--- src/design/tsched_pkg.sv ---
// ----------------------------------------------------------------------------
// tsched_pkg - shared types and constants of the rotating task scheduler
// Queue geometry, task word width, event codes, level codes and the packed
// layouts of the input word and the result word.
// ----------------------------------------------------------------------------
package tsched_pkg;

    localparam int QUEUE_DEPTH = 16;
    localparam int TASK_BITS   = 16;
    localparam int NUM_LEVELS  = 3;

    localparam int PTR_W = $clog2(QUEUE_DEPTH);
    localparam int CNT_W = $clog2(QUEUE_DEPTH + 1);

    localparam int ID_W      = 16;
    localparam int LVL_W     = 2;
    localparam int QUANTUM_W = 8;

    localparam logic [QUANTUM_W-1:0] QUANTUM_RESET = QUANTUM_W'(10);

    localparam int IN_TDATA_W  = 24;
    localparam int OUT_TDATA_W = 40;

    typedef logic [TASK_BITS-1:0] task_t;
    typedef logic [PTR_W-1:0]     ptr_t;
    typedef logic [CNT_W-1:0]     cnt_t;
    typedef logic [LVL_W-1:0]     lvl_t;

    typedef enum logic [1:0] {
        MODE_SUBMIT = 2'd0,
        MODE_TICK   = 2'd1,
        MODE_FINISH = 2'd2
    } mode_t;

    localparam lvl_t LVL_HIGH    = 2'd0;
    localparam lvl_t LVL_MEDIUM  = 2'd1;
    localparam lvl_t LVL_LOW     = 2'd2;
    localparam lvl_t LVL_INVALID = 2'd3;

    // last field in the lowest bits
    typedef struct packed {
        lvl_t            level;
        logic [ID_W-1:0] task_id;
        logic [1:0]      mode;
    } item_t;

    typedef struct packed {
        logic            overflow;
        logic            busy_res;
        lvl_t            preempt_level;
        logic [ID_W-1:0] preempt_task;
        logic            preempt_valid;
        lvl_t            dispatch_level;
        logic [ID_W-1:0] dispatch_task;
        logic            dispatch_valid;
    } res_t;

    typedef struct packed {
        logic push;
        logic pop;
    } fifo_ctl_t;

    typedef struct packed {
        logic  not_empty;
        logic  full;
        task_t head;
    } fifo_sts_t;

endpackage

--- src/design/tsched_fifo.sv ---
// ----------------------------------------------------------------------------
// tsched_fifo - one task queue of the scheduler
// Circular buffer with head, tail and fill count. The head word is kept in
// a register that is read ahead from the next head address, with the word
// being written forwarded when the addresses meet.
// ----------------------------------------------------------------------------
module tsched_fifo (
    input  logic                  clk,
    input  logic                  rst_n,
    input  tsched_pkg::fifo_ctl_t ctl,
    input  tsched_pkg::task_t     push_data,
    output tsched_pkg::fifo_sts_t sts
);
    import tsched_pkg::*;

    task_t mem [QUEUE_DEPTH];
    task_t head_data_reg;

    ptr_t head_ptr_reg, head_ptr_next;
    ptr_t tail_ptr_reg, tail_ptr_next;
    cnt_t cnt_reg, cnt_next;

    function automatic ptr_t ptr_inc(input ptr_t p);
        ptr_t r;
        if (p == PTR_W'(QUEUE_DEPTH - 1))
        begin
            r = '0;
        end
        else
        begin
            r = p + 1'b1;
        end
        return r;
    endfunction

    always_comb
    begin
        head_ptr_next = ctl.pop  ? ptr_inc(head_ptr_reg) : head_ptr_reg;
        tail_ptr_next = ctl.push ? ptr_inc(tail_ptr_reg) : tail_ptr_reg;
        cnt_next      = cnt_reg + CNT_W'(ctl.push) - CNT_W'(ctl.pop);
    end

    always_ff @(posedge clk or negedge rst_n)
    begin
        if (!rst_n)
        begin
            head_ptr_reg <= '0;
            tail_ptr_reg <= '0;
            cnt_reg      <= '0;
        end
        else
        begin
            head_ptr_reg <= head_ptr_next;
            tail_ptr_reg <= tail_ptr_next;
            cnt_reg      <= cnt_next;
        end
    end

    always_ff @(posedge clk)
    begin
        if (ctl.push)
        begin
            mem[tail_ptr_reg] <= push_data;
        end
    end

    // read ahead: hold the word at the next head address
    always_ff @(posedge clk)
    begin
        if (ctl.push && (tail_ptr_reg == head_ptr_next))
        begin
            head_data_reg <= push_data;
        end
        else
        begin
            head_data_reg <= mem[head_ptr_next];
        end
    end

    assign sts.not_empty = (cnt_reg != '0);
    assign sts.full      = (cnt_reg == CNT_W'(QUEUE_DEPTH));
    assign sts.head      = head_data_reg;

    a_cnt_bound: assert property (@(posedge clk) disable iff (!rst_n)
        cnt_reg <= CNT_W'(QUEUE_DEPTH))
        else $error("queue fill count above depth");

    a_ptr_meet: assert property (@(posedge clk) disable iff (!rst_n)
        (cnt_reg == '0 || cnt_reg == CNT_W'(QUEUE_DEPTH)) |-> (head_ptr_reg == tail_ptr_reg))
        else $error("queue pointers disagree with fill count");

endmodule

--- src/design/tsched_ctrl.sv ---
// ----------------------------------------------------------------------------
// tsched_ctrl - event decode, quantum timer and dispatch pick
// Applies one event word to the running-task state, steers the single push
// of the event to its queue and pops the head of the highest non-empty
// queue when no task is left running.
// ----------------------------------------------------------------------------
module tsched_ctrl (
    input  logic                           clk,
    input  logic                           rst_n,
    input  logic                           cfg_we,
    input  logic [tsched_pkg::QUANTUM_W-1:0] cfg_wdata,
    input  logic                           go,
    input  tsched_pkg::item_t              item,
    input  tsched_pkg::fifo_sts_t          sts [tsched_pkg::NUM_LEVELS],
    output tsched_pkg::fifo_ctl_t          ctl [tsched_pkg::NUM_LEVELS],
    output tsched_pkg::task_t              push_data,
    output tsched_pkg::res_t               res
);
    import tsched_pkg::*;

    logic                 running_reg, running_next;
    task_t                cur_task_reg, cur_task_next;
    lvl_t                 cur_level_reg, cur_level_next;
    logic [QUANTUM_W-1:0] ticks_reg, ticks_next;
    logic [QUANTUM_W-1:0] quantum_reg;

    logic  push_en;
    lvl_t  push_lv;
    lvl_t  lv_eff;
    lvl_t  rot_lv;
    logic  running_ev;
    logic  found;
    logic  push_ok [NUM_LEVELS];
    logic  avail   [NUM_LEVELS];
    task_t pick_task;
    lvl_t  pick_lv;

    always_comb
    begin
        lv_eff = (item.level == LVL_INVALID) ? LVL_LOW : item.level;
        rot_lv = (cur_level_reg == LVL_LOW) ? LVL_HIGH : cur_level_reg + 1'b1;

        push_en    = 1'b0;
        push_lv    = lv_eff;
        push_data  = task_t'(item.task_id);
        running_ev = running_reg;
        ticks_next = ticks_reg;
        res        = '0;

        unique case (mode_t'(item.mode))
            MODE_SUBMIT:
            begin
                push_en = 1'b1;
            end
            MODE_TICK:
            begin
                if (running_reg)
                begin
                    if (ticks_reg <= QUANTUM_W'(1))
                    begin
                        // quantum spent: stop and rotate to the next level
                        running_ev        = 1'b0;
                        ticks_next        = '0;
                        res.preempt_valid = 1'b1;
                        res.preempt_task  = ID_W'(cur_task_reg);
                        res.preempt_level = rot_lv;
                        push_en           = 1'b1;
                        push_lv           = rot_lv;
                        push_data         = cur_task_reg;
                    end
                    else
                    begin
                        ticks_next = ticks_reg - 1'b1;
                    end
                end
            end
            MODE_FINISH:
            begin
                if (running_reg)
                begin
                    running_ev = 1'b0;
                    ticks_next = '0;
                end
            end
            default:
            begin
            end
        endcase

        for (int i = 0; i < NUM_LEVELS; i++)
        begin
            push_ok[i] = push_en && (push_lv == LVL_W'(i)) && !sts[i].full;
            avail[i]   = sts[i].not_empty || push_ok[i];
        end

        res.overflow = 1'b0;
        for (int i = 0; i < NUM_LEVELS; i++)
        begin
            if (push_en && (push_lv == LVL_W'(i)) && sts[i].full)
            begin
                res.overflow = 1'b1;
            end
        end

        // highest non-empty queue wins; an empty queue hands over the word
        // being pushed into it
        found     = 1'b0;
        pick_task = '0;
        pick_lv   = LVL_HIGH;
        for (int i = 0; i < NUM_LEVELS; i++)
        begin
            if (!found && avail[i])
            begin
                found     = 1'b1;
                pick_lv   = LVL_W'(i);
                pick_task = sts[i].not_empty ? sts[i].head : push_data;
            end
        end

        running_next   = running_ev;
        cur_task_next  = cur_task_reg;
        cur_level_next = cur_level_reg;
        for (int i = 0; i < NUM_LEVELS; i++)
        begin
            ctl[i].push = go && push_ok[i];
            ctl[i].pop  = 1'b0;
        end

        if (!running_ev && found)
        begin
            running_next       = 1'b1;
            cur_task_next      = pick_task;
            cur_level_next     = pick_lv;
            ticks_next         = quantum_reg;
            res.dispatch_valid = 1'b1;
            res.dispatch_task  = ID_W'(pick_task);
            res.dispatch_level = pick_lv;
            for (int i = 0; i < NUM_LEVELS; i++)
            begin
                ctl[i].pop = go && (pick_lv == LVL_W'(i));
            end
        end

        res.busy_res = running_next;
    end

    always_ff @(posedge clk or negedge rst_n)
    begin
        if (!rst_n)
        begin
            running_reg   <= 1'b0;
            cur_task_reg  <= '0;
            cur_level_reg <= LVL_HIGH;
            ticks_reg     <= '0;
        end
        else if (go)
        begin
            running_reg   <= running_next;
            cur_task_reg  <= cur_task_next;
            cur_level_reg <= cur_level_next;
            ticks_reg     <= ticks_next;
        end
    end

    always_ff @(posedge clk or negedge rst_n)
    begin
        if (!rst_n)
        begin
            quantum_reg <= QUANTUM_RESET;
        end
        else if (cfg_we)
        begin
            quantum_reg <= cfg_wdata;
        end
    end

    a_idle_ticks: assert property (@(posedge clk) disable iff (!rst_n)
        !running_reg |-> (ticks_reg == '0))
        else $error("quantum counter live while no task runs");

    a_dispatch_busy: assert property (@(posedge clk) disable iff (!rst_n)
        (go && res.dispatch_valid) |=> running_reg)
        else $error("dispatch did not leave a task running");

    a_preempt_tick: assert property (@(posedge clk) disable iff (!rst_n)
        (go && res.preempt_valid) |-> (item.mode == MODE_TICK && running_reg))
        else $error("preemption without a tick on a running task");

endmodule

--- src/design/three_level_rotating_task_scheduler_core.sv ---
// ----------------------------------------------------------------------------
// three_level_rotating_task_scheduler_core - three-queue rotating scheduler
// Input register, single-pass event logic over three task queues, result
// register.
// ----------------------------------------------------------------------------
// Each input word is one event (submit a task to a level, a time tick, or
// finish of the running task) and yields exactly one result word. The block
// takes one word per clock unless the output stalls. The word is registered,
// the whole event (queue push, quantum count, preemption and the pick of the
// highest non-empty queue) is worked out in one pass, and the result is
// registered. The input stalls only while a result word waits on the output.
// The queue head words are read ahead into registers so the pick needs no
// memory access in that pass. The quantum register may be written only while
// no event is in flight.
module three_level_rotating_task_scheduler_core (
    input  logic                               clk,
    input  logic                               rst_n,
    input  logic                               cfg_we,
    input  logic [tsched_pkg::QUANTUM_W-1:0]   cfg_wdata,
    input  logic                               s_tvalid,
    output logic                               s_tready,
    // mode[1:0], task_id[17:2], level[19:18], zero pad[23:20]
    input  logic [tsched_pkg::IN_TDATA_W-1:0]  s_tdata,
    output logic                               m_tvalid,
    input  logic                               m_tready,
    // dispatch_valid[0], dispatch_task[16:1], dispatch_level[18:17],
    // preempt_valid[19], preempt_task[35:20], preempt_level[37:36],
    // busy_res[38], overflow[39]
    output logic [tsched_pkg::OUT_TDATA_W-1:0] m_tdata
);
    import tsched_pkg::*;

    logic  in_valid_reg, in_valid_next;
    item_t in_item_reg;
    logic  out_valid_reg, out_valid_next;
    res_t  out_res_reg;

    logic      advance;
    logic      take;
    res_t      res;
    task_t     push_data;
    fifo_ctl_t ctl [NUM_LEVELS];
    fifo_sts_t sts [NUM_LEVELS];

    assign advance  = in_valid_reg && (!out_valid_reg || m_tready);
    assign s_tready = !in_valid_reg || advance;
    assign take     = s_tvalid && s_tready;

    always_comb
    begin
        in_valid_next = take ? 1'b1 : (advance ? 1'b0 : in_valid_reg);
        out_valid_next = advance ? 1'b1 : (m_tready ? 1'b0 : out_valid_reg);
    end

    always_ff @(posedge clk or negedge rst_n)
    begin
        if (!rst_n)
        begin
            in_valid_reg  <= 1'b0;
            out_valid_reg <= 1'b0;
        end
        else
        begin
            in_valid_reg  <= in_valid_next;
            out_valid_reg <= out_valid_next;
        end
    end

    always_ff @(posedge clk)
    begin
        if (take)
        begin
            in_item_reg <= item_t'(s_tdata[$bits(item_t)-1:0]);
        end
        if (advance)
        begin
            out_res_reg <= res;
        end
    end

    tsched_ctrl u_ctrl (
        .clk       (clk),
        .rst_n     (rst_n),
        .cfg_we    (cfg_we),
        .cfg_wdata (cfg_wdata),
        .go        (advance),
        .item      (in_item_reg),
        .sts       (sts),
        .ctl       (ctl),
        .push_data (push_data),
        .res       (res)
    );

    for (genvar g = 0; g < NUM_LEVELS; g++)
    begin : g_queue
        tsched_fifo u_fifo (
            .clk       (clk),
            .rst_n     (rst_n),
            .ctl       (ctl[g]),
            .push_data (push_data),
            .sts       (sts[g])
        );
    end

    assign m_tvalid = out_valid_reg;
    assign m_tdata  = OUT_TDATA_W'(out_res_reg);

endmodule

--- config.mk ---
export PLATFORM = sky130hd
export DESIGN_NAME = three_level_rotating_task_scheduler_core
export DESIGN_NICKNAME = d
export VERILOG_FILES = /design/src/design/tsched_pkg.sv /design/src/design/tsched_fifo.sv /design/src/design/tsched_ctrl.sv /design/src/design/three_level_rotating_task_scheduler_core.sv
export SDC_FILE = /design/constraint.sdc
export NUM_CORES = 1
export LEC_CHECK = 0
export BUFFER_PORTS_ARGS = -buffer_cell sky130_fd_sc_hd__buf_2
export CAP_MARGIN = 10
export CORE_ASPECT_RATIO = 0.75
export CORE_MARGIN = 4
export CORE_UTILIZATION = 51
export CTS_CLUSTER_DIAMETER = 150
export DETAILED_ROUTE_END_ITERATION = 10
export PLACE_DENSITY = 0.66
export SLEW_MARGIN = 20
export SYNTH_ARGS = -nofsm -noshare
export SYNTH_HDL_FRONTEND = slang
export SYNTH_SLANG_ARGS = --single-unit
--- constraint.sdc ---
create_clock -name clk -period 4.94 [get_ports clk]
set_clock_uncertainty 0.2 [all_clocks]
set_input_delay 0.494 -clock clk [delete_from_list [all_inputs] [get_ports clk]]
set_output_delay 0.494 -clock clk [all_outputs]
set_load 0.1 [all_outputs]
==> results of run 1 <==
-- stage by stage --
step	setup slack [ns]	hold slack, ns	util, %	cells	total power [mW]
6_report	0.599	0.0429	58.9	3162	20.6
4_1_cts	0.636	0.00660	58.9	3161	20.7
2_1_floorplan	0.733	-0.00159	-	1975	12.5
3_3_place_gp	0.779	0.274	54.4	2969	13.9
3_5_place_dp	0.693	0.297	54.4	2969	14.0
5_1_grt	0.382	0.0263	58.9	3161	21.4
-- critical path, stage by stage (launching register included) --
cell,delay [ns]
dfrtp_1,0.44
inv_1,0.11
ha_1,0.24
or2_1,0.18
nand4_2,0.14
inv_2,0.30
mux2i_1,0.24
buf_4,0.32
nor2_2,0.09
buf_4,0.18
inv_1,0.44
ha_1,0.24
inv_1,0.05
ha_1,0.20
fa_1,0.44
a21oi_1,0.14
nor2_1,0.05
nor2_1,0.11
xnor2_1,0.12
-- power by group --
part / internal [mW] / switching (mW)
Sequential: 9.00 / 0.519
Clock: 3.81 / 2.85
Combinational: 1.65 / 2.76
-- cell usage in the layout (no fill, tap or decap), types with 48 or more instances in the layout --
master     instances
inv_1             62
clkbuf_16         87
nor2_1            48
buf_4             85
buf_2             73
nand3_1           63
mux2i_1          106
mux4_2           160
edfxtp_1         828
dfrtp_1           74
-- worst max-delay path by stage --
stage                     cells past startpoint  slack (ns)           startpoint                           end
after floorplan                               9        0.73       in_item_reg[0]   g_queue[0].u_fifo.mem[0][0]
after global placement                       18        0.78  u_ctrl.ticks_reg[0]  g_queue[0].u_fifo.cnt_reg[4]
after detailed placement                     18        0.69  u_ctrl.ticks_reg[0]  g_queue[0].u_fifo.cnt_reg[4]
after CTS                                    18        0.64  u_ctrl.ticks_reg[0]  g_queue[0].u_fifo.cnt_reg[4]
after global routing                         18        0.38  u_ctrl.ticks_reg[1]  g_queue[0].u_fifo.cnt_reg[4]
final                                        18        0.60  u_ctrl.ticks_reg[0]  g_queue[0].u_fifo.cnt_reg[4]
-- cells in the mapped netlist (all sizes together) (4+ instances only) --
cell	instances
nor2b	24
xnor2	12
mux4	160
a31oi	36
o211ai	4
a2111oi	16
nand3	63
and2	38
nand2b	7
inv	64
a21o	8
a211oi	20
xor2	6
edfxtp	828
mux2i	106
nand2	27
buf	48
mux2	14
o21ai	28
nand4	4
nor4b	7
a21oi	43
a22oi	32
clkbuf	65
and3	8
nor4	9
dfxtp	12
o22ai	34
o2111ai	16
nor2	49
nor3	31
ha	38
dfrtp	74
-- per-layer routing --
metal  vias up  share of wire [%]
met5         -                  0
met4         0                2.6
met3       152                 10
met2       916                 45
met1     10200                 42
li1       8318                  -
-- area by class of cell --
type | instances | area (um^2) | share of cell area, %
sequential | 916 | 27000 | 64.9
multi-input combinational | 882 | 8940 | 21.5
clock buffer | 118 | 2370 | 5.70
timing repair buffer | 193 | 1380 | 3.33
tap | 946 | 1180 | 2.84
clock inverter | 42 | 470 | 1.13
inverter | 64 | 240 | 0.577
antenna | 1 | 2.50 | 0.00601
-- logic make-up (layout without fill, tap and decap cells) --
group,count (synthesis),in the layout
AOI/OAI and AO/OA,257,257
xor gates and xnor gates,18,18
adders and majority gates,41,41
buffers and inverters,177,417
DFF,916,916
muxes,280,280
other,0,1
and+or+nand+nor,286,286
-- what timing repair did --
action                    CTS  global route
hold endpoints to repair   67             0
resized for setup           0             0
hold buffers               32             0
==> flow_metrics.env, run 1 <==
export IMPL_netlist_instances=1975
export IMPL_hold_depth=3
export IMPL_synth_top_area_share_pct=67.9
export IMPL_syn2layout_area_growth_pct=13.7
export IMPL_cts_sinks=916
export IMPL_core_area_um2=70600
export IMPL_dp_hpwl_mm=52.9
export IMPL_rrSetupSlack_ns=0.60
export IMPL_ys_ff_latch=916
export IMPL_grt_pass1_wl_mm=128
export IMPL_post_cts_buffers=0
export IMPL_synth_simple_area_share_pct=4.31
export IMPL_path_clk_slew_ns=0.06
export IMPL_power_density_nw_per_um2=495
export IMPL_cp_data_required_time_ns=5.30
export IMPL_cts_buffer_depth=3
export IMPL_hold_viol=0
export IMPL_gp_congestion=0.861
export IMPL_numCtsBuffers=86
export IMPL_cp_max_fo=17
export IMPL_hold_path_end="u_ctrl.quantum_reg[2]"
export IMPL_min_delay_start="cfg_we"
export IMPL_cts_tree="yes"
export IMPL_ant_nets=0
export IMPL_die_height_um=240
export IMPL_largest_reg_flops=768
export IMPL_ff2ff_path_depth=18
export IMPL_gr_usage_met1_pct=35.2
export IMPL_fmax_ghz=0.230
export IMPL_viasPerCell=6.20
export IMPL_drtIter0Drc=2416
export IMPL_finalCritPeriodShare_pct=87.9
export IMPL_initial_utilization_pct=51.8
export IMPL_rows=84
export IMPL_die_area_um2=76100
export IMPL_tightest_slew_ns=1.16
export IMPL_routed_wl_mm=87.1
export IMPL_htreeDepth=3
export IMPL_die_w_um=317
export IMPL_r2r_start="u_ctrl.ticks_reg[0]"
export IMPL_synth_area_per_cell_um2=18.5
export IMPL_fill_cells=5129
export IMPL_dr_total_vias=19600
export IMPL_synth_area_leaders="edfxtp_1, mux4_2, dfrtp_1"
export IMPL_dpl_instance_area_um2=38500
export IMPL_grt_max_degree=54
export IMPL_dr_pass1_iters=6
export IMPL_critical_path_class="reg -> reg"
export IMPL_holdCritPathClass="in -> reg"
export IMPL_nets=2221
export IMPL_slew_headroom_pct=22.0
export IMPL_synth_mux_area_share_pct=13.2
export IMPL_ys_warnings_count=0
export IMPL_drc_errors=0
export IMPL_syn_area_um2=36600
export IMPL_synth_xor_area_share_pct=0.431
export IMPL_final_area_um2=41600
export IMPL_clock_latency_ns=0.65
export IMPL_fin_crit_ns=4.34
export IMPL_critPathLaunchType="flop"
export IMPL_end_kind="flop"
export IMPL_grt_use_met2_pct=34.3
export IMPL_drive_gt1_share_pct=22.8
export IMPL_yosys_cell_types_count=71
export IMPL_rsz0062_at_grt="false"
export IMPL_syn_nets=2053
export IMPL_cts_root_buf="clkbuf_16"
export IMPL_slew_violations=0
export IMPL_grt_util_all_layers_pct=23.1
export IMPL_setup_tns_ns=0
export IMPL_grt_pass1_vias=19300
export IMPL_yosys_area_share_adder_pct=1.46
export IMPL_p_leak_nw=13.8
export IMPL_cap_violations=0
export IMPL_setup_viol=0
export IMPL_ys_flop_type="edfxtp_1"
export IMPL_irDropWorstVdd_uv=371
export IMPL_status="complete, no violations"
export IMPL_regToRegEndpoint="g_queue[0].u_fifo.cnt_reg[4]"
export IMPL_top_usage_layer="met1"
export IMPL_placement_io_buffers=74
export IMPL_cp_arrival_ns=4.70
export IMPL_ios=79
export IMPL_synth_top_family_by_area="multiplexers"
export IMPL_synth_compound_area_share_pct=4.81
export IMPL_grt_use_met3_pct=4.80
export IMPL_ys_seq_area_share_pct=73.8
export IMPL_synth_edf_count=828
export IMPL_antenna_found_initial=3
export IMPL_routedWlPerCell_um=27.6
export IMPL_yosys_area_top_type="edfxtp_1"
export IMPL_async_flop_share_pct=8.30
export IMPL_grt_overflow=0
(Power assumes the default switching activity.)
==> inputs of run 2 (changes only) <==
Settings changed: BUFFER_PORTS_ARGS -buffer_cell sky130_fd_sc_hd__buf_2 to not set, DONT_BUFFER_PORTS set to 1, PLACE_DENSITY 0.66 to 0.65.
==> run 2 against run 1 <==
First-iteration DRC count fell by 11%. Final cell count shrank 2.6%. Sequential share of layout area is 0.91 points higher. Core utilization shrank 0.81 points. Setup slack gained 0.19 ns. Sequential power grew 3.7%. Maximum frequency grew 4.6%. Non-clock buffer count is 73 lower. Die area did not move. Routed wire length shrank 0.22%. Register-to-register slack improved by 0.19 ns. Combinational power is 8.6% lower. Critical path type unchanged. Critical endpoint unchanged. Largest cell class unchanged. Highest routed layer unchanged.
==> flow_metrics.env, run 2 (synthesized netlist as in run 1, its figures left out) <==
export IMPL_grt_pass1_wl_mm=127
export IMPL_numCtsBuffers=84
export IMPL_cp_data_required_time_ns=5.30
export IMPL_clock_latency_ns=0.64
export IMPL_fin_util_pct=58.1
export IMPL_cts_buffer_depth=3
export IMPL_dr_pass1_iters=5
export IMPL_routedWlPerCell_um=28.2
export IMPL_grt_overflow=0
export IMPL_final_cell_mix="edfxtp_1, mux4_2, mux2i_1, clkbuf_16, buf_4"
export IMPL_die_area_um2=76100
export IMPL_cp_arrival_ns=4.51
export IMPL_p_leak_nw=13.4
export IMPL_fmax_ghz=0.241
export IMPL_syn2layout_area_growth_pct=12.2
export IMPL_cp_cell_sequence="inv_1 -> ha_1 -> or4bb_1 -> nor4_1 -> a31oi_1 -> a211oi_2 -> nor3_2 -> ha_1 -> inv_1 -> ha_1 -> fa_1 -> a21oi_1 -> nor2_1 -> nor2_1 -> xnor2_1"
export IMPL_gp_congestion=0.841
export IMPL_antenna_found_initial=4
export IMPL_numPlacedInstances=2895
export IMPL_irDropWorstVdd_uv=360
export IMPL_clkPwrFrac_pct=31.0
export IMPL_dr_total_vias=19000
export IMPL_dp_hpwl_mm=53.0
export IMPL_power_frac_comb_pct=20.0
export IMPL_ios=79
export IMPL_setup_tns_ns=0
export IMPL_cp_max_fo=5
export IMPL_cap_violations=0
export IMPL_cp_common_cell="ha_1"
export IMPL_core_area_um2=70600
export IMPL_grt_util_all_layers_pct=23.2
export IMPL_grt_pass1_vias=19000
export IMPL_rrSetupSlack_ns=0.79
export IMPL_placement_io_buffers=0
export IMPL_finalCritPeriodShare_pct=84.0
export IMPL_viasPerCell=6.18
export IMPL_holdCritPathClass="in -> reg"
export IMPL_holdBufCountCts=33
export IMPL_cts_tree="yes"
export IMPL_die_w_um=317
export IMPL_drtIter0Drc=2148
export IMPL_post_cts_buffers=0
export IMPL_path_clk_slew_ns=0.06
export IMPL_htreeDepth=3
export IMPL_p_int_mw=14.1
export IMPL_max_stage_delay_ns=0.49
export IMPL_fin_crit_ns=4.15
export IMPL_critPathLaunchType="flop"
export IMPL_routed_wl_mm=86.9
export IMPL_switchingPower_mw=6.03
export IMPL_cts_sinks=916
export IMPL_hold_viol=0
export IMPL_cp_slowest_cell="a211oi_2"
export IMPL_largest_reg_flops=768
export IMPL_slew_headroom_pct=21.9
export IMPL_initial_utilization_pct=51.8
export IMPL_tightest_slew_ns=1.17
export IMPL_drc_errors=0
export IMPL_drive_gt1_share_pct=19.8
export IMPL_sw_frac_of_total_pct=29.9
export IMPL_cts_repair_resized=0
export IMPL_rows=84
export IMPL_fill_cells=5248
export IMPL_dpl_instance_area_um2=38100
export IMPL_status="complete, no violations"
export IMPL_setup_viol=0
export IMPL_cts_root_buf="clkbuf_16"
export IMPL_nets=2146
export IMPL_antenna_cells=0
export IMPL_layoutNonFillerInstCount=3081
export IMPL_critical_path_class="reg -> reg"
export IMPL_final_area_um2=41000
export IMPL_end_kind="flop"
export IMPL_slew_violations=0
export IMPL_grt_max_degree=77
export IMPL_rsz0062_at_grt="false"
export IMPL_die_height_um=240
export IMPL_final_common_cell="edfxtp_1"
export IMPL_seqPwrFrac_pct=49.0
export IMPL_power_density_nw_per_um2=491
export IMPL_ant_nets=0
==> run 2: cell count changes in the layout (fill, tap and decap cells not counted), moves of 4 or more <==
cell	change
buf_2	-73
bufinv_16	-4
clkbuf_8	-6
clkinv_1	+5
clkinv_2	+5
clkinvlp_4	-5
==> run 2: power by group through the flow <==
stage                     sequential [mW]  clock (mW)  combinational, mW
after floorplan                      9.73           0               2.80
after global placement               10.0           0               3.87
after detailed placement             10.0           0               3.97
after CTS                            9.88        6.36               4.02
after global routing                 9.94        6.71               4.33
final                                9.87        6.25               4.03
==> run 2: worst max-delay path, delay by kind of cell, from the launching register on <==
| family | cells | cell delay (ns) |
|---|---|---|
| adder cells (fa/ha/maj) | 4 | 1.16 |
| AO/OA/AOI/OAI | 3 | 0.81 |
| XOR/XNOR | 1 | 0.12 |
| AND/OR/NAND/NOR | 5 | 1.24 |
| buffers and inverters | 2 | 0.14 |
| flip-flops | 1 | 0.40 |
==> run 2: final cells by class <==
| type | count | area, um^2 | area share [%] |
|---|---|---|---|
| timing repair buffer | 120 | 1040 | 2.53 |
| inverter | 64 | 240 | 0.585 |
| tap | 946 | 1180 | 2.88 |
| clock inverter | 40 | 313 | 0.762 |
| clock buffer | 113 | 2290 | 5.59 |
| sequential | 916 | 27000 | 65.8 |
| multi-input combinational | 882 | 8950 | 21.8 |
==> run 2: final timing paths <==
| check | from | to | cells after the start |
|---|---|---|---|
| max | in_item_reg[1] | g_queue[0].u_fifo.cnt_reg[4] | 15 |
| min | m_tready | in_valid_reg | 3 |
| max reg2reg | in_item_reg[1] | g_queue[0].u_fifo.cnt_reg[4] | 15 |
| min reg2reg | in_valid_reg | m_tvalid | 1 |
| max in group asynchronous | rst_n | u_ctrl.cur_task_reg[0] | 2 |
| min in group asynchronous | rst_n | g_queue[2].u_fifo.tail_ptr_reg[1] | 2 |
==> run 2: through the flow <==
stage | setup slack, ns | total power, mW | hold slack (ns)
after floorplan | 0.733 | 12.5 | -0.00159
after global placement | 0.820 | 13.9 | 0.00509
after detailed placement | 0.800 | 14.0 | 0.00615
after CTS | 0.765 | 20.3 | 0.159
after global routing | 0.458 | 21.0 | 0.194
final | 0.790 | 20.1 | 0.207
==> run 2: per-layer routing <==
metal	part of all wire, %	up-vias	track usage (%)
li1	-	8157	-
met1	43	9911	34.3
met2	45	843	34.7
met3	9.7	135	6.51
met4	2.3	0	5.60
met5	0	-	0
==> inputs of run 3 (changes only) <==
Settings changed: ABC_AREA set to 1, PLACE_DENSITY 0.65 to 0.68.
Clock period 4.94 ns to 3.56 ns, I/O delays scaled along.
==> run 3 against run 2 <==
Largest cell class unchanged. Sequential cell count unchanged. Via count up 35%. Clock-buffer cell count down 8. Synthesized cell count up 73%. Final area up 7.1%. Clock power up 48%. Combinational power up 100%. Core utilization up 1.4 points.
==> flow_metrics.env, run 3 <==
export IMPL_status="complete, no violations"
export IMPL_routed_wl_mm=98.4
export IMPL_ios=79
export IMPL_setup_viol=0
export IMPL_synth_commonest_cells="nand2_1, edfxtp_1, nand3_1"
export IMPL_cp_arrival_ns=3.81
export IMPL_ys_flop_type="edfxtp_1"
export IMPL_viasPerCell=5.61
export IMPL_cp_max_fo=3
export IMPL_yosys_cell_types_count=42
export IMPL_syn_area_um2=38200
export IMPL_top_layer_used="met4"
export IMPL_antenna_found_initial=0
export IMPL_synth_area_leaders="edfxtp_1, nand2_1, nand3_1"
export IMPL_p_leak_nw=16.7
export IMPL_fmax_ghz=0.290
export IMPL_drc_errors=0
export IMPL_critical_path_class="reg -> reg"
export IMPL_grt_util_all_layers_pct=24.5
export IMPL_tightest_slew_ns=1.15
export IMPL_rows=86
export IMPL_routedWlPerCell_um=21.5
export IMPL_largest_reg_flops=768
export IMPL_drive_gt1_share_pct=11.1
export IMPL_dr_pass1_iters=6
export IMPL_syn2layout_area_growth_pct=15.1
export IMPL_drtIter0Drc=2938
export IMPL_die_height_um=245
export IMPL_fin_hold_ws_ns=0.109
export IMPL_drt_met1_wl_mm=42.4
export IMPL_cts_root_buf="clkbuf_16"
export IMPL_irDropWorstVdd_uv=605
export IMPL_cp_data_required_time_ns=3.92
export IMPL_placement_io_buffers=0
export IMPL_crit_buf_inv=5
export IMPL_synth_top_area_share_pct=65.1
export IMPL_cts_sinks=916
export IMPL_cap_violations=0
export IMPL_slew_violations=0
export IMPL_path_clk_slew_ns=0.07
export IMPL_finalCritPeriodShare_pct=96.9
export IMPL_cts_tree="yes"
export IMPL_synth_area_per_cell_um2=11.2
export IMPL_final_cell_mix="nand2_1, edfxtp_1, nand3_1, buf_4, nor2_1"
export IMPL_cts_buffer_depth=3
export IMPL_holdCritPathClass="in -> async"
export IMPL_end_kind="flop"
export IMPL_wl_met2_mm=44.5
export IMPL_critPathLaunchType="flop"
export IMPL_route_met3_wl_mm=8.61
export IMPL_slew_headroom_pct=23.8
export IMPL_initial_utilization_pct=51.8
export IMPL_final_common_cell="nand2_1"
export IMPL_synth_edf_count=828
export IMPL_power_density_nw_per_um2=711
export IMPL_core_area_um2=73800
export IMPL_synthMostInstantiatedCell="nand2_1"
export IMPL_max_stage_delay_ns=0.40
export IMPL_cp_slowest_cell="dfrtp_1"
export IMPL_htreeDepth=3
export IMPL_gp_congestion=0.876
export IMPL_grt_max_degree=129
export IMPL_clock_latency_ns=0.65
export IMPL_die_area_um2=79400
export IMPL_ys_warnings_count=0
export IMPL_ant_nets=0
export IMPL_hold_viol=0
export IMPL_ys_seq_area_share_pct=70.7
export IMPL_grt_pass1_vias=23800
export IMPL_netlist_instances=3418
export IMPL_cp_cell_sequence="inv_2 -> ha_4 -> inv_1 -> nand2_1 -> nand2_2 -> nor2_4 -> nand3_4 -> nand2_2 -> nand2_2 -> nand2_4 -> inv_4 -> a21oi_4 -> nor2_2 -> nand2_2 -> inv_2 -> ha_4 -> inv_2 -> ha_4 -> fa_2 -> a21oi_2 -> nor2_1 -> nor2_1 -> xor2_1"
export IMPL_async_flop_share_pct=8.30
export IMPL_place_ws_ns=-0.0646
export IMPL_yosys_area_top_type="edfxtp_1"
export IMPL_grt_overflow=0
export IMPL_nets=3620
export IMPL_cp_top_family="simple AND/OR/NAND/NOR gates"
export IMPL_numCtsBuffers=85
export IMPL_ys_ff_latch=916
export IMPL_fin_crit_ns=3.45
export IMPL_dr_total_vias=25700
export IMPL_cp_common_cell="nand2_2"
export IMPL_syn_nets=3496
export IMPL_die_w_um=324
export IMPL_grt_pass1_wl_mm=147
export IMPL_dp_hpwl_mm=58.9
export IMPL_worst_slack_ns=0.111
run 3: final timing paths:
path	start	end	slack, ns	depth (start not counted)
min	rst_n	g_queue[2].u_fifo.tail_ptr_reg[1]	0.11	2
max in group asynchronous	rst_n	u_ctrl.quantum_reg[1]	2.64	2
min reg2reg	u_ctrl.cur_task_reg[13]	u_ctrl.cur_task_reg[13]	0.29	2
max	u_ctrl.ticks_reg[1]	g_queue[0].u_fifo.cnt_reg[4]	0.11	23
max reg2reg	u_ctrl.ticks_reg[1]	g_queue[0].u_fifo.cnt_reg[4]	0.11	23
min in group clk	s_tdata[11]	in_item_reg[11]	0.15	1
run 3: stage by stage:
step	util [%]	TNS, ns	std cells	area [um^2]	power (mW)
4_1_cts	59.2	-0.0184	4568	43700	31.0
3_5_place_dp	54.7	-0.0684	4368	40400	21.7
3_3_place_gp	54.7	-0.0254	4368	40400	21.6
6_report	59.6	0	4580	44000	31.3
5_1_grt	59.6	-0.173	4579	44000	32.7
2_1_floorplan	-	-288.36	3418	38200	19.0
run 3: area by class of cell:
class / instances / area (um^2)
multi-input cells: 2219 / 10500
clock buffers: 105 / 2300
diodes: 1 / 2.50
repair buffers: 215 / 2000
inverters: 105 / 415
fillers: 5806 / 29900
well taps: 968 / 1210
clock inverters: 51 / 512
flip-flops and latches: 916 / 27000
run 3: logic make-up after synthesis:
| group | after synthesis | share of synthesized area (%) |
|---|---|---|
| AND/OR/NAND/NOR | 2049 | 22.7 |
| flip-flops | 916 | 70.7 |
| buffers and inverters | 283 | 2.90 |
| AO/OA/AOI/OAI | 80 | 1.09 |
| adder cells (fa/ha/maj) | 41 | 1.40 |
| XOR/XNOR | 25 | 0.573 |
| multiplexers | 24 | 0.655 |
run 3: repair_timing:
action                                  in CTS  in global routing
endpoints found under the setup margin       4                 10
endpoints found under the hold margin      106                  0
hold buffers                                41                  0
gates resized for setup                     10                 54
pin swaps                                    3                 25
setup buffers                                3                 11
run 3: where the power goes:
| group | leakage [nW] | switching (mW) | internal (mW) |
|---|---|---|---|
| clock network | 1.37 | 3.95 | 5.31 |
| logic | 6.82 | 5.61 | 2.47 |
| registers | 8.52 | 1.33 | 12.6 |
run 3: per-layer routing:
metal  GRT usage, %  vias to the layer above
li1               -                    12000
met1           36.8                    12400
met2           37.2                     1135
met3           4.07                      173
met4           7.13                        0
met5              0                        -
